**src/hw/rtl/cpr_pkg.sv**
```systemverilog
`default_nettype none
// ----------------------------------------------------------------------------
// cpr_pkg
// Shared types and constants of the clock page replacement core.
// ----------------------------------------------------------------------------
package cpr_pkg;

   localparam int FRAMES     = 64;
   localparam int FRAME_BITS = 6;
   localparam int PID_BITS   = 8;
   localparam int PAGE_BITS  = 12;
   localparam int QDEPTH     = 2;

   localparam logic [1:0] FUNC_ACCESS = 2'd0;
   localparam logic [1:0] FUNC_LOAD   = 2'd1;
   localparam logic [1:0] FUNC_VICTIM = 2'd2;

   localparam logic [2:0] ST_DONE    = 3'd0;
   localparam logic [2:0] ST_VICTIM  = 3'd1;
   localparam logic [2:0] ST_ALLOC   = 3'd2;
   localparam logic [2:0] ST_NOFREE  = 3'd3;
   localparam logic [2:0] ST_NOVICT  = 3'd4;

   localparam logic CSR_FPP = 1'b0;
   localparam logic CSR_ENH = 1'b1;

   typedef enum logic [1:0] {OP_ACCESS, OP_LOAD, OP_VICTIM, OP_NOP} op_type;

   typedef struct packed {
      op_type                op;
      logic [PID_BITS-1:0]   pid;
      logic [FRAME_BITS-1:0] frame;
      logic                  wr;
      logic [PAGE_BITS-1:0]  page;
   } cmd_type;

   typedef struct packed {
      logic [6:0]           frame;
      logic [PAGE_BITS-1:0] page;
      logic                 wb;
      logic [2:0]           status;
   } rsp_type;

   typedef enum logic [2:0] {
      S_IDLE, S_COUNT, S_ALLOC, S_SCAN, S_OUT
   } state_type;

endpackage
`default_nettype wire

```
**src/hw/rtl/cpr_front.sv**
```systemverilog
`default_nettype none
// ----------------------------------------------------------------------------
// cpr_front
// Accepts request words, classifies them and queues commands for the engine.
// ----------------------------------------------------------------------------
module cpr_front (
   input  wire                          clock,
   input  wire                          reset,
   input  wire                          req_valid,
   output logic                         req_stall,
   input  wire  [1:0]                   req_func,
   input  wire  [cpr_pkg::PID_BITS-1:0] req_process_id,
   input  wire  [5:0]                   req_frame_index,
   input  wire                          req_is_write,
   input  wire  [11:0]                  req_page_number,
   output logic                         cmd_valid,
   input  wire                          cmd_take,
   output cpr_pkg::cmd_type             cmd
);
   cpr_pkg::cmd_type q_ff [cpr_pkg::QDEPTH];
   logic             wp_ff, wp_in, rp_ff, rp_in;
   logic [1:0]       cnt_ff, cnt_in;
   cpr_pkg::cmd_type c;
   logic             push;

   always_comb begin
      case (req_func)
         cpr_pkg::FUNC_ACCESS: c.op = cpr_pkg::OP_ACCESS;
         cpr_pkg::FUNC_LOAD:   c.op = cpr_pkg::OP_LOAD;
         cpr_pkg::FUNC_VICTIM: c.op = cpr_pkg::OP_VICTIM;
         default:              c.op = cpr_pkg::OP_NOP;
      endcase
      c.pid   = req_process_id;
      c.frame = req_frame_index;
      c.wr    = req_is_write;
      c.page  = req_page_number;
   end

   assign req_stall = (cnt_ff == 2'(cpr_pkg::QDEPTH));
   assign push      = req_valid && !req_stall;
   assign cmd_valid = (cnt_ff != 2'd0);
   assign cmd       = q_ff[rp_ff];

   always_comb begin
      wp_in  = wp_ff + 1'(push);
      rp_in  = rp_ff + 1'(cmd_take);
      cnt_in = cnt_ff + 2'(push) - 2'(cmd_take);
   end

   always_ff @(posedge clock) begin
      if (push) q_ff[wp_ff] <= c;
      if (reset) begin
         wp_ff <= 1'b0; rp_ff <= 1'b0; cnt_ff <= 2'd0;
      end else begin
         wp_ff <= wp_in; rp_ff <= rp_in; cnt_ff <= cnt_in;
      end
   end
endmodule
`default_nettype wire

```
**src/hw/rtl/cpr_engine.sv**
```systemverilog
`default_nettype none
// ----------------------------------------------------------------------------
// cpr_engine
// Frame table and the sequencer that counts, allocates and runs clock scans.
// ----------------------------------------------------------------------------
module cpr_engine (
   input  wire               clock,
   input  wire               reset,
   input  wire               cmd_valid,
   output logic              cmd_take,
   input  cpr_pkg::cmd_type  cmd,
   input  wire  [6:0]        fpp,
   input  wire               enh,
   output logic              rsp_valid,
   input  wire               rsp_stall,
   output cpr_pkg::rsp_type  rsp
);
   localparam int FB = cpr_pkg::FRAME_BITS;

   logic [cpr_pkg::FRAMES-1:0] own_ff, pres_ff, use_ff, dirty_ff, hand_ff;
   logic [cpr_pkg::PID_BITS-1:0]  pid_ff [cpr_pkg::FRAMES];
   logic [cpr_pkg::PAGE_BITS-1:0] page_ff [cpr_pkg::FRAMES];
   logic [cpr_pkg::PID_BITS-1:0]  pid_rd_ff;  // owner of the frame under the pointer
   logic [cpr_pkg::PAGE_BITS-1:0] pg_rd_ff;   // page held by the victim frame

   cpr_pkg::state_type st_ff, st_in;
   cpr_pkg::cmd_type   c_ff;
   cpr_pkg::rsp_type   r_ff, r_in;
   logic [FB-1:0] f_ff, f_in;       // frame pointer
   logic [6:0]    n_ff, n_in;       // count of present frames
   logic          hf_ff, hf_in;     // hand found
   logic [FB-1:0] hs_ff, hs_in;     // scan start
   logic [FB-1:0] first_ff, first_in;
   logic [1:0]    pass_ff, pass_in;
   logic [FB:0]   steps_ff, steps_in;
   logic          vsel_ff, vsel_in; // victim found, now seeking next member
   logic [FB-1:0] vic_ff, vic_in;

   logic mem;
   logic hit, clr_use, last_pass;
   logic [1:0] want;
   logic [FB-1:0] f_nxt;

   assign mem   = own_ff[f_ff] && pid_rd_ff == c_ff.pid && pres_ff[f_ff];
   assign f_nxt = f_ff + 1'b1;

   always_comb begin
      if (enh) begin
         case (pass_ff)
            2'd0:    begin want = 2'd0; clr_use = 1'b0; end
            2'd1:    begin want = 2'd1; clr_use = 1'b1; end
            2'd2:    begin want = 2'd0; clr_use = 1'b1; end
            default: begin want = 2'd1; clr_use = 1'b1; end
         endcase
         last_pass = (pass_ff == 2'd3);
      end else begin
         want = 2'd2; clr_use = (pass_ff == 2'd0);
         last_pass = (pass_ff == 2'd1);
      end
      hit = !use_ff[f_ff] && (want == 2'd2 || {1'b0, dirty_ff[f_ff]} == want);
   end

   assign cmd_take  = (st_ff == cpr_pkg::S_IDLE) && cmd_valid;
   assign rsp_valid = (st_ff == cpr_pkg::S_OUT);
   assign rsp       = r_ff;

   always_comb begin
      st_in = st_ff; f_in = f_ff; n_in = n_ff; hf_in = hf_ff; hs_in = hs_ff;
      first_in = first_ff; pass_in = pass_ff; steps_in = steps_ff;
      vsel_in = vsel_ff; vic_in = vic_ff; r_in = r_ff;
      case (st_ff)
         cpr_pkg::S_IDLE: if (cmd_valid) begin
            r_in = '0;
            f_in = '0; n_in = '0; hf_in = 1'b0; vsel_in = 1'b0;
            st_in = (cmd.op == cpr_pkg::OP_VICTIM) ? cpr_pkg::S_COUNT : cpr_pkg::S_OUT;
         end
         cpr_pkg::S_COUNT: begin
            if (mem) begin
               if (n_ff == 7'd0) first_in = f_ff;
               if (!hf_ff && hand_ff[f_ff]) begin hf_in = 1'b1; hs_in = f_ff; end
               n_in = n_ff + 7'd1;
            end
            f_in = f_nxt;
            if (f_ff == FB'(cpr_pkg::FRAMES-1)) begin
               if (n_in < fpp) begin
                  f_in = '0; st_in = cpr_pkg::S_ALLOC;
               end else begin
                  f_in = hf_in ? hs_in : (n_ff == 7'd0 ? f_ff : first_in);
                  pass_in = 2'd0; steps_in = '0;
                  st_in = (n_in == 7'd0) ? cpr_pkg::S_OUT : cpr_pkg::S_SCAN;
                  if (n_in == 7'd0) r_in = {7'(cpr_pkg::FRAMES), 12'd0, 1'b0, cpr_pkg::ST_NOVICT};
               end
            end
         end
         cpr_pkg::S_ALLOC: begin
            f_in = f_nxt;
            if (!own_ff[f_ff]) begin
               r_in = {1'b0, f_ff, 12'd0, 1'b0, cpr_pkg::ST_ALLOC};
               st_in = cpr_pkg::S_OUT;
            end else if (f_ff == FB'(cpr_pkg::FRAMES-1)) begin
               r_in = {7'(cpr_pkg::FRAMES), 12'd0, 1'b0, cpr_pkg::ST_NOFREE};
               st_in = cpr_pkg::S_OUT;
            end
         end
         cpr_pkg::S_SCAN: begin
            f_in = f_nxt;
            if (vsel_ff) begin
               // The victim's page was read at the edge that found it.
               r_in.page = pg_rd_ff;
               if (mem || f_ff == vic_ff) st_in = cpr_pkg::S_OUT;
            end else if (mem) begin
               if (hit) begin
                  r_in = {1'b0, f_ff, 12'd0, dirty_ff[f_ff], cpr_pkg::ST_VICTIM};
                  vic_in = f_ff; vsel_in = 1'b1;
               end else if (steps_ff + 1'b1 == (FB+1)'(n_ff)) begin
                  steps_in = '0;
                  if (last_pass) begin
                     r_in = {7'(cpr_pkg::FRAMES), 12'd0, 1'b0, cpr_pkg::ST_NOVICT};
                     st_in = cpr_pkg::S_OUT;
                  end else pass_in = pass_ff + 2'd1;
               end else steps_in = steps_ff + 1'b1;
            end
         end
         cpr_pkg::S_OUT: if (!rsp_stall) st_in = cpr_pkg::S_IDLE;
         default: st_in = cpr_pkg::S_IDLE;
      endcase
   end

   always_ff @(posedge clock) begin
      c_ff <= (st_ff == cpr_pkg::S_IDLE) ? cmd : c_ff;
      f_ff <= f_in; n_ff <= n_in; hs_ff <= hs_in; first_ff <= first_in;
      pass_ff <= pass_in; steps_ff <= steps_in; vic_ff <= vic_in; r_ff <= r_in;
      hf_ff <= hf_in; vsel_ff <= vsel_in;
      // Reads are addressed with the next pointer so the data lines up with f_ff.
      pid_rd_ff <= pid_ff[f_in];
      pg_rd_ff  <= page_ff[vic_in];
      if (st_ff == cpr_pkg::S_IDLE && cmd_valid && cmd.op == cpr_pkg::OP_LOAD)
         page_ff[cmd.frame] <= cmd.page;
      if (st_ff == cpr_pkg::S_ALLOC && !own_ff[f_ff]) pid_ff[f_ff] <= c_ff.pid;
      if (reset) begin
         st_ff <= cpr_pkg::S_IDLE;
         own_ff <= '0; pres_ff <= '0; use_ff <= '0; dirty_ff <= '0; hand_ff <= '0;
      end else begin
         st_ff <= st_in;
         if (st_ff == cpr_pkg::S_IDLE && cmd_valid) begin
            if (cmd.op == cpr_pkg::OP_ACCESS) begin
               use_ff[cmd.frame] <= 1'b1;
               if (cmd.wr) dirty_ff[cmd.frame] <= 1'b1;
            end
            if (cmd.op == cpr_pkg::OP_LOAD) pres_ff[cmd.frame] <= 1'b1;
         end
         if (st_ff == cpr_pkg::S_ALLOC && !own_ff[f_ff]) own_ff[f_ff] <= 1'b1;
         if (st_ff == cpr_pkg::S_SCAN) begin
            if (vsel_ff) begin
               // Hand lands on the next member after the victim (itself if alone).
               if (mem || f_ff == vic_ff) hand_ff[f_ff] <= 1'b1;
            end else if (mem) begin
               hand_ff[f_ff] <= 1'b0;
               if (hit) begin
                  pres_ff[f_ff] <= 1'b0; use_ff[f_ff] <= 1'b0; dirty_ff[f_ff] <= 1'b0;
               end else if (clr_use) use_ff[f_ff] <= 1'b0;
            end
         end
      end
   end
endmodule
`default_nettype wire

```
**src/hw/rtl/clock_page_replacement_core.sv**
```systemverilog
`default_nettype none
// ----------------------------------------------------------------------------
// clock_page_replacement_core
// Frame table with plain and enhanced clock victim selection.
// ----------------------------------------------------------------------------
// Access, load and unused words are answered without a walk. A victim request
// walks the frame table one frame per cycle: it first counts the process's
// present frames, then allocates a free frame if the count is below the limit,
// or makes up to four passes in enhanced mode (two in plain mode) plus one
// partial walk to find the frame after the victim.
// A two-word queue lets new words be taken while the engine works.
module clock_page_replacement_core (
   input  wire         clock,
   input  wire         reset,
   input  wire         req_valid,
   output logic        req_stall,
   input  wire  [1:0]  req_func,
   input  wire  [7:0]  req_process_id,
   input  wire  [5:0]  req_frame_index,
   input  wire         req_is_write,
   input  wire  [11:0] req_page_number,
   output logic        rsp_valid,
   input  wire         rsp_stall,
   output logic [6:0]  rsp_chosen_frame,
   output logic [11:0] rsp_evicted_page,
   output logic        rsp_writeback,
   output logic [2:0]  rsp_status,
   input  wire         csr_write,
   input  wire  [0:0]  csr_index,
   input  wire  [6:0]  csr_data
);
   logic [6:0] fpp_ff;
   logic       enh_ff;
   logic       cmd_valid, cmd_take;
   cpr_pkg::cmd_type cmd;
   cpr_pkg::rsp_type rsp;

   always_ff @(posedge clock) begin
      if (reset) begin
         fpp_ff <= 7'd4; enh_ff <= 1'b0;
      end else if (csr_write) begin
         if (csr_index[0] == cpr_pkg::CSR_FPP) fpp_ff <= csr_data;
         else enh_ff <= csr_data[0];
      end
   end

   cpr_front u_front (
      .clock, .reset, .req_valid, .req_stall, .req_func, .req_process_id,
      .req_frame_index, .req_is_write, .req_page_number,
      .cmd_valid, .cmd_take, .cmd
   );

   cpr_engine u_engine (
      .clock, .reset, .cmd_valid, .cmd_take, .cmd, .fpp(fpp_ff), .enh(enh_ff),
      .rsp_valid, .rsp_stall, .rsp
   );

   assign rsp_chosen_frame = rsp.frame;
   assign rsp_evicted_page = rsp.page;
   assign rsp_writeback    = rsp.wb;
   assign rsp_status       = rsp.status;
endmodule
`default_nettype wire
```
**config.mk**
```make
export PLATFORM = sky130hd
export DESIGN_NAME = clock_page_replacement_core
export DESIGN_NICKNAME = d
export VERILOG_FILES = /design/src/hw/rtl/cpr_pkg.sv /design/src/hw/rtl/cpr_front.sv /design/src/hw/rtl/cpr_engine.sv /design/src/hw/rtl/clock_page_replacement_core.sv
export SDC_FILE = /design/constraint.sdc
export NUM_CORES = 2
export LEC_CHECK = 0
export BUFFER_PORTS_ARGS = -buffer_cell sky130_fd_sc_hd__clkbuf_2
export CORE_AREA = 2 2 318 446
export CTS_BUF_LIST = sky130_fd_sc_hd__clkbuf_2
export DETAILED_ROUTE_END_ITERATION = 16
export DIE_AREA = 0 0 320 448
export PLACE_DENSITY = 0.81
export SYNTH_ARGS = -nofsm -noshare
export SYNTH_HDL_FRONTEND = slang
export SYNTH_SLANG_ARGS = --single-unit
```
**constraint.sdc**
```tcl
create_clock -name clock -period 6.39 [get_ports clock]
set_input_delay 0.639 -clock clock [delete_from_list [all_inputs] [get_ports clock]]
set_output_delay 0.639 -clock clock [all_outputs]
set_load 0.02 [all_outputs]
```
== Word level (Yosys, flattened, before mapping) ==
Memory sizes are Yosys's and may differ from the RTL's. A register that Yosys moved wholly into a read port is not among the register bits.
Cells that the tools add are included.
Storage, ports and cells
  input port bits: 42
  memory bits (read-only): 0
  word-level logic and storage cells: 255
  bits in latches: 0
  memories kept: 3
  output and inout bits: 25
  bits in writable memories: 1338
  register bits: 408
Memory list
  u_engine.page_ff: words 64, bits a word 12, read ports 1, clocked after Yosys merged registers in 1, wr ports 1, line cpr_engine.sv:22  | logic [cpr_pkg::PAGE_BITS-1:0] page_ff [cpr_pkg::FRAMES];
  u_engine.pid_ff: words 64, bits a word 8, read ports 1, clocked after Yosys merged registers in 1, wr ports 1, line cpr_engine.sv:21  | logic [cpr_pkg::PID_BITS-1:0] pid_ff [cpr_pkg::FRAMES];
  u_front.q_ff: words 2, bits a word 29, read ports 1, clocked after Yosys merged registers in 1, wr ports 1, line cpr_front.sv:20  | cpr_pkg::cmd_type q_ff [cpr_pkg::QDEPTH];
Operators by class
  divide/modulo/power cells: 0
  multiplexer cells: 124
  $mul: 0
  shifts and indexed selects: 0
  equality and inequality tests: 39
  bitwise logic cells: 11
  reductions and logical operators: 40
  add/subtract/negate cells: 8
  order comparisons: 5
Operators with widths (count)
  $mux W64: 26
  $or A64 B64 Y64: 5
  $and A64 B64 Y64: 4
  $mux W23: 10
  $pmux W23 S4: 1
  $mux W6: 13
  $mux W7: 10
  $not A64 Y64: 1
  $mux W3: 14
  $bmux W1 S6: 5
  $pmux W7 S2: 2
  $mux W1: 25
  $pmux W6 S3: 1
  $reduce_and A9 Y1: 2
  $mux W2: 8
  $ne A3 B1 Y1 const B: 5
  $pmux W3 S5: 1
  $add A7 B1 Y7 const B: 2
  $logic_not A7 Y1: 2
  $lt A6 B7 Y1 const B: 2
  $demux W1 S6: 2
  $eq A2 B2 Y1 const B: 6
  $ge A6 B1 Y1 const B: 2
  $mux W12: 1
  other kinds (38): 77

== Longest topological paths before layout ==
  word-level depth: 14
  gate-level depth with buffers: 30
  mapped depth without buffers: 23

== Modules after synthesis ==
Synthesis repeated with hierarchy kept, for this count alone.
Second synthesis, totals
  cells, all modules: 5459
  area, all modules: 72121.7 sq um
Modules (own cells, without submodules)
  cpr_engine: times used 1, area each 69454.1 sq um, sequential area each 47375.4 sq um, cells each 5312
  cpr_front: times used 1, area each 2316.0 sq um, sequential area each 1821.7 sq um, cells each 113
  clock_page_replacement_core: times used 1, area each 351.6 sq um, sequential area each 160.2 sq um, cells each 34

== Worst setup path after synthesis ==
Ideal clock, no wire load.
  path kind: reg-to-reg
  start: register u_engine.c_ff[26] (netlist bit)
  end: register u_engine.pid_rd_ff[0] (netlist bit), read port of u_engine.pid_ff
  cell stages (with the launch flop): 25
  period minus slack after synthesis: 5985 ps
  data arrival time: 5851 ps
  path slack: 405 ps
  data required time: 6256 ps
  buffers on the path: 5
  setup time: 134 ps
  cells stage by stage: edfxtp_1 > xor2_1 > nor4_1 > nand2_1 > a2111oi_0 > nand3b_1 > nor2_1 > clkbuf_1 > nand4_1 > xnor2_1 > ha_1 > a21o_1 > a21oi_1 > nand4b_1 > or4_1 > and4_1 > buf_2 > o22ai_1 > buf_2 > buf_2 > buf_2 > mux2i_1 > o22ai_1 > nor4_1 > a22oi_1
On the way
  cells in the longest elaborated chain, start to end: 9
  elaborated cells between the ends (all ways): 15
  those cells by class: order compare (1); eq/ne (1); mux (11); reduce/logical (2)
RTL lines
  from (decl): line cpr_engine.sv:27  | cpr_pkg::cmd_type c_ff;
  from (signal assigned): line cpr_engine.sv:130  | c_ff <= (st_ff == cpr_pkg::S_IDLE) ? cmd : c_ff;
  $eq A8 B8 Y1 *: line cpr_engine.sv:44  | assign mem = own_ff[f_ff] && pid_rd_ff == c_ff.pid && pres_ff[f_ff];
  $logic_and A1 B1 Y1 * (2 in a row): line cpr_engine.sv:44
  $mux W7, or another cell as far along: line cpr_engine.sv:78  | if (mem) begin
  $mux W7, or another cell as far along: line cpr_engine.sv:71  | case (st_ff)
  $lt A7 B7 Y1 or $mux W6 (tied branches): line cpr_engine.sv:85, cpr_engine.sv:88
  $mux W6 *: line cpr_engine.sv:85  | if (n_in < fpp) begin
  $mux W6 *: line cpr_engine.sv:84  | if (f_ff == FB'(cpr_pkg::FRAMES-1)) begin
  $pmux W6 S3 *: line cpr_engine.sv:71
  to (decl): line cpr_engine.sv:23  | logic [cpr_pkg::PID_BITS-1:0] pid_rd_ff;
Every way passes the cells marked *; elsewhere a longest branch is shown, timed or not. The select of a mux whose other input is x is not followed.
A chain may end at the register's enable or synchronous reset.

== Worst setup path after layout ==
  start: register u_engine.f_ff[4]
  end: register u_engine.pg_rd_ff[1] (netlist bit), read port of u_engine.page_ff
On the way
  cells in the longest elaborated chain, start to end: 9
  elaborated cells between the ends (all ways): 18
  those cells by class: eq/ne (1); mux (12); reduce/logical (5)
RTL lines
  from (decl): line cpr_engine.sv:29  | logic [FB-1:0] f_ff, f_in;
  from (signal assigned): line cpr_engine.sv:131  | f_ff <= f_in; n_ff <= n_in; hs_ff <= hs_in; first_ff <= first_in;
  $bmux W1 S6: line cpr_engine.sv:60  | hit = !use_ff[f_ff] && (want == 2'd2 || {1'b0, dirty_ff[f_ff]} == want);
  $mux W1 (implied by the code): line cpr_engine.sv:60
  $eq A1 B2 Y1: line cpr_engine.sv:60
  $logic_or A1 B1 Y1: line cpr_engine.sv:60
  $logic_and A1 B1 Y1: line cpr_engine.sv:60
  $mux W6: line cpr_engine.sv:112  | if (hit) begin
  $mux W6 *: line cpr_engine.sv:111  | end else if (mem) begin
  $mux W6 *: line cpr_engine.sv:107  | if (vsel_ff) begin
  $mux W6 *: line cpr_engine.sv:71
  named net u_engine.vic_in[1]: line cpr_engine.sv:37  | logic [FB-1:0] vic_ff, vic_in;
  to (decl): line cpr_engine.sv:24  | logic [cpr_pkg::PAGE_BITS-1:0] pg_rd_ff;
The timed path passes the listed nets; every way through them passes the cells marked *. The select of a mux whose other input is x is not followed.

==> flow_summary_export.csv <==
group,metric,value,unit
cts,cts_sinks,1766,
setup_path,start_kind,"register",
setup_path,r2r_slack,0.12,ns
global_route,use_met1,33.4,%
logic_synthesis,synth_async_sr_flop_share,0,%
global_route,antenna_found_initial,6,
floorplanning,die_h,448,um
layout,finish.utilization,58.5,%
global_route,top_usage_layer,"met2",
job,max_cap_violations,0,
logic_synthesis,synth-seq-cells,1766,
timing,setup_viol,0,
worst_hold_path,min_path_type,"input pin to register",
logic_synthesis,syn_area,0.0721,mm2
setup_path,crit_type,"register to register",
cts,cts.htree.levels,5,
setup_path,crit_slowest_cell,"nor3_1",
routing,dr.pass1.iters,14,
setup_path,cp_common_cell,"buf_4",
routing,detail_route.wl_per_cell,25.9,um
cts,cts_buffers,397,
logic_synthesis,synth_ff_type,"edfxtp_1",
global_route,grt.total_usage,29.7,%
global_route,grtUsageMet3,6.76,%
cts,cts_tree,"done",
logic_synthesis,synth_area_leaders,"edfxtp_1 (58%), dfxtp_1 (10%), nand2_1 (4.4%)",
floorplanning,core,0.139,mm2
timing,clock.fmax,159,MHz
global_route,grt_max_degree,167,
floorplanning,dieWidth,320,um
logic_synthesis,syn-num-nets,5794,
global_route,grt-ovfl-total,0,
logic_synthesis,synth_most_common_cell,"edfxtp_1",
logic_synthesis,synth_seq_area_share,68.4,%
timing,period_share,98.2,%
setup_path,critical-path-max-stage-delay,0.78,ns
timing,maxSlewViolCount,0,
power,power_leakage,29.0,nW
power,vdd_drop_max,0.000234,V
logic_synthesis,postSynthCellCount,5736,
layout,areaGrowthSynthToFinish,12.8,%
setup_path,cp_data_arrival_time,7.94,ns
global_route,grt_pass1_vias,51900,
logic_synthesis,yosysTopAreaCellShare,58.3,%
logic_synthesis,yosysTopAreaCell,"edfxtp_1",
logic_synthesis,synth_commonest_cells,"edfxtp_1 (1,399), nand2_1 (847), nor2_1 (597), dfxtp_1 (367), a21oi_1 (311)",
floorplanning,initial_utilization,51.9,%
routing,drt_iter0_markers,6988,
floorplanning,ios,67,
routing,totalWireLength,218000,um
setup_path,cp_max_fo,45,
routing,drtAntennaViolNets,0,
layout,drive_above_1_share,20.7,%
run_status,status,"completed",
cts,cts-root-buf,"clkbuf_2",
logic_synthesis,yosys_warnings,0,
cts,path_clk_slew,0.11,ns
place,place.detailed.hpwl,140000,um
layout,nets,6350,
routing,drc,0,
logic_synthesis,synth_cell_types,79,
timing,finalCriticalPeriod,6.27,ns
routing,via_per_inst,6.25,
logic_synthesis,synth-edff-count,1399,
timing,worst_pin_slew,1.38,ns
setup_path,end_kind,"register",
place,gp_congestion,1.02,
global_route,grt_util_met2,48.5,%
timing,finalHoldViolCount,0,
power,power,25.4,mW
global_route,grt_pass1_wl,317000,um
floorplanning,row_count,162,
setup_path,required,8.06,ns
place,port_buffers,66,
timing,fin_skew,0.235,ns
logic_synthesis,syn_area_per_cell,12.6,um2
setup_path,path_cells,"or3b_2 > buf_4 > nor3_1 > a2111o_1 > a2111oi_0 > mux2i_1 > nand3_2 > nor4_4 > buf_12 > buf_4 > mux2_2 > nand2_1 > a21oi_1 > nor4_1 > buf_4 > and3_1",
cts,clkLatencyLatePin,1.87,ns
floorplanning,die-area,0.143,mm2
cts,cts_max_path_buffers,4,
timing,max_slew_margin,7.22,%
routing,vias,52500,
power,powerDensity,312,mW/mm2
==> repair_timing <==
action / 4_1_cts / 5_1_grt
cloned: 0 / 1
setup buffers: 0 / 10
hold buffers: 104 / 0
setup endpoints to repair: 7 / 17
resized for setup: 12 / 33
pin swaps: 0 / 4
hold endpoints to repair: 416 / 0
==> worst max-delay path, delay by kind of cell, from the launching register on <==
| kind | cells | cell delay (ns) |
|---|---|---|
| muxes | 2 | 0.64 |
| DFF | 1 | 0.72 |
| and+or+nand+nor | 7 | 3.01 |
| AOI/OAI and AO/OA | 3 | 0.58 |
| buffers and inverters | 4 | 1.12 |
==> logic make-up after synthesis <==
kind of cell             share of synthesized area (%)
adder cells (fa/ha/maj)                          0.278
flip-flops                                        68.4
buffers and inverters                             2.64
multiplexers                                      6.74
AO/OA/AOI/OAI                                     8.82
XOR/XNOR                                         0.462
AND/OR/NAND/NOR                                   12.6
==> sequential cells by signal, summed over array words and instances, names as in the netlist, 3 cells and up, named ones only <==
register	cells
u_engine.page_ff	768
u_engine.pid_ff	512
u_engine.dirty_ff	64
u_engine.own_ff	64
u_engine.pres_ff	64
u_engine.use_ff	64
u_front.q_ff	58
u_engine.rsp	23
u_engine.pg_rd_ff	12
u_engine.c_ff	8
u_engine.pid_rd_ff	8
fpp_ff	7
u_engine.n_ff	7
u_engine.steps_ff	7
u_engine.f_ff	6
u_engine.first_ff	6
u_engine.hs_ff	6
u_engine.vic_ff	6
u_engine.st_ff	3
==> report_power, final <==
part,internal (mW),total [mW],switching (mW)
clock network,2.56,6.87,4.31
registers,13.6,13.9,0.298
logic,1.29,4.59,3.29
==> layout make-up <==
| type | instances | area (um2) |
|---|---|---|
| clock inverters | 88 | 410 |
| multi-input cells | 3537 | 21500 |
| clock buffers | 601 | 3010 |
| flip-flops and latches | 1766 | 49400 |
| diodes | 7 | 17.5 |
| inverters | 44 | 180 |
| fillers | 10600 | 57700 |
| repair buffers | 546 | 4610 |
| well taps | 1804 | 2260 |
==> per-stage QoR <==
step           setup TNS (ns)  hold WS (ns)  instance area, um2  std cells  setup WS (ns)
6_report                    0         0.108               81300       8393          0.116
3_5_place_dp            -1.54         0.449               76500       7582         -0.419
4_1_cts                     0       0.00204               81000       8375        0.00272
3_3_place_gp            -1.27         0.442               76500       7582         -0.377
2_1_floorplan               0         0.433               72100       5736          0.405
5_1_grt               -0.0550        0.0465               81300       8392        -0.0329
==> path summary, 6_finish.rpt <==
check / from / to / depth (start not counted)
worst min register to register: register / register / 2
worst max-delay path: u_engine.f_ff[4] / u_engine.pg_rd_ff[1] / 16
worst max register to register: u_engine.f_ff[4] / u_engine.pg_rd_ff[1] / 16
worst min-delay path: reset / register / 3
==> routing by layer <==
metal  wire length, um  up-vias
met4             19800        4
li1                  -    22700
met5                31        -
met1             72800    25200
met2            103000     3586
met3             21600      933
==> cell usage in the layout (no fill, tap or decap), types with 32 or more instances in the layout <==
| cell | count |
|---|---|
| o22ai_1 | 89 |
| nor2_1 | 594 |
| a21oi_1 | 309 |
| mux2_2 | 139 |
| clkbuf_2 | 666 |
| mux2i_1 | 261 |
| nand2_1 | 845 |
| a211oi_1 | 211 |
| dlygate4sd3_1 | 104 |
| dfxtp_1 | 362 |
| o21ai_0 | 37 |
| a31oi_1 | 33 |
| nand3_1 | 278 |
| clkinv_1 | 68 |
| edfxtp_1 | 1399 |
| nor3_2 | 65 |
| buf_4 | 343 |
| inv_1 | 37 |
| and2_1 | 35 |
| nor3_1 | 102 |
| and3_1 | 32 |
| a32oi_1 | 64 |
(Power assumes the default switching activity.)
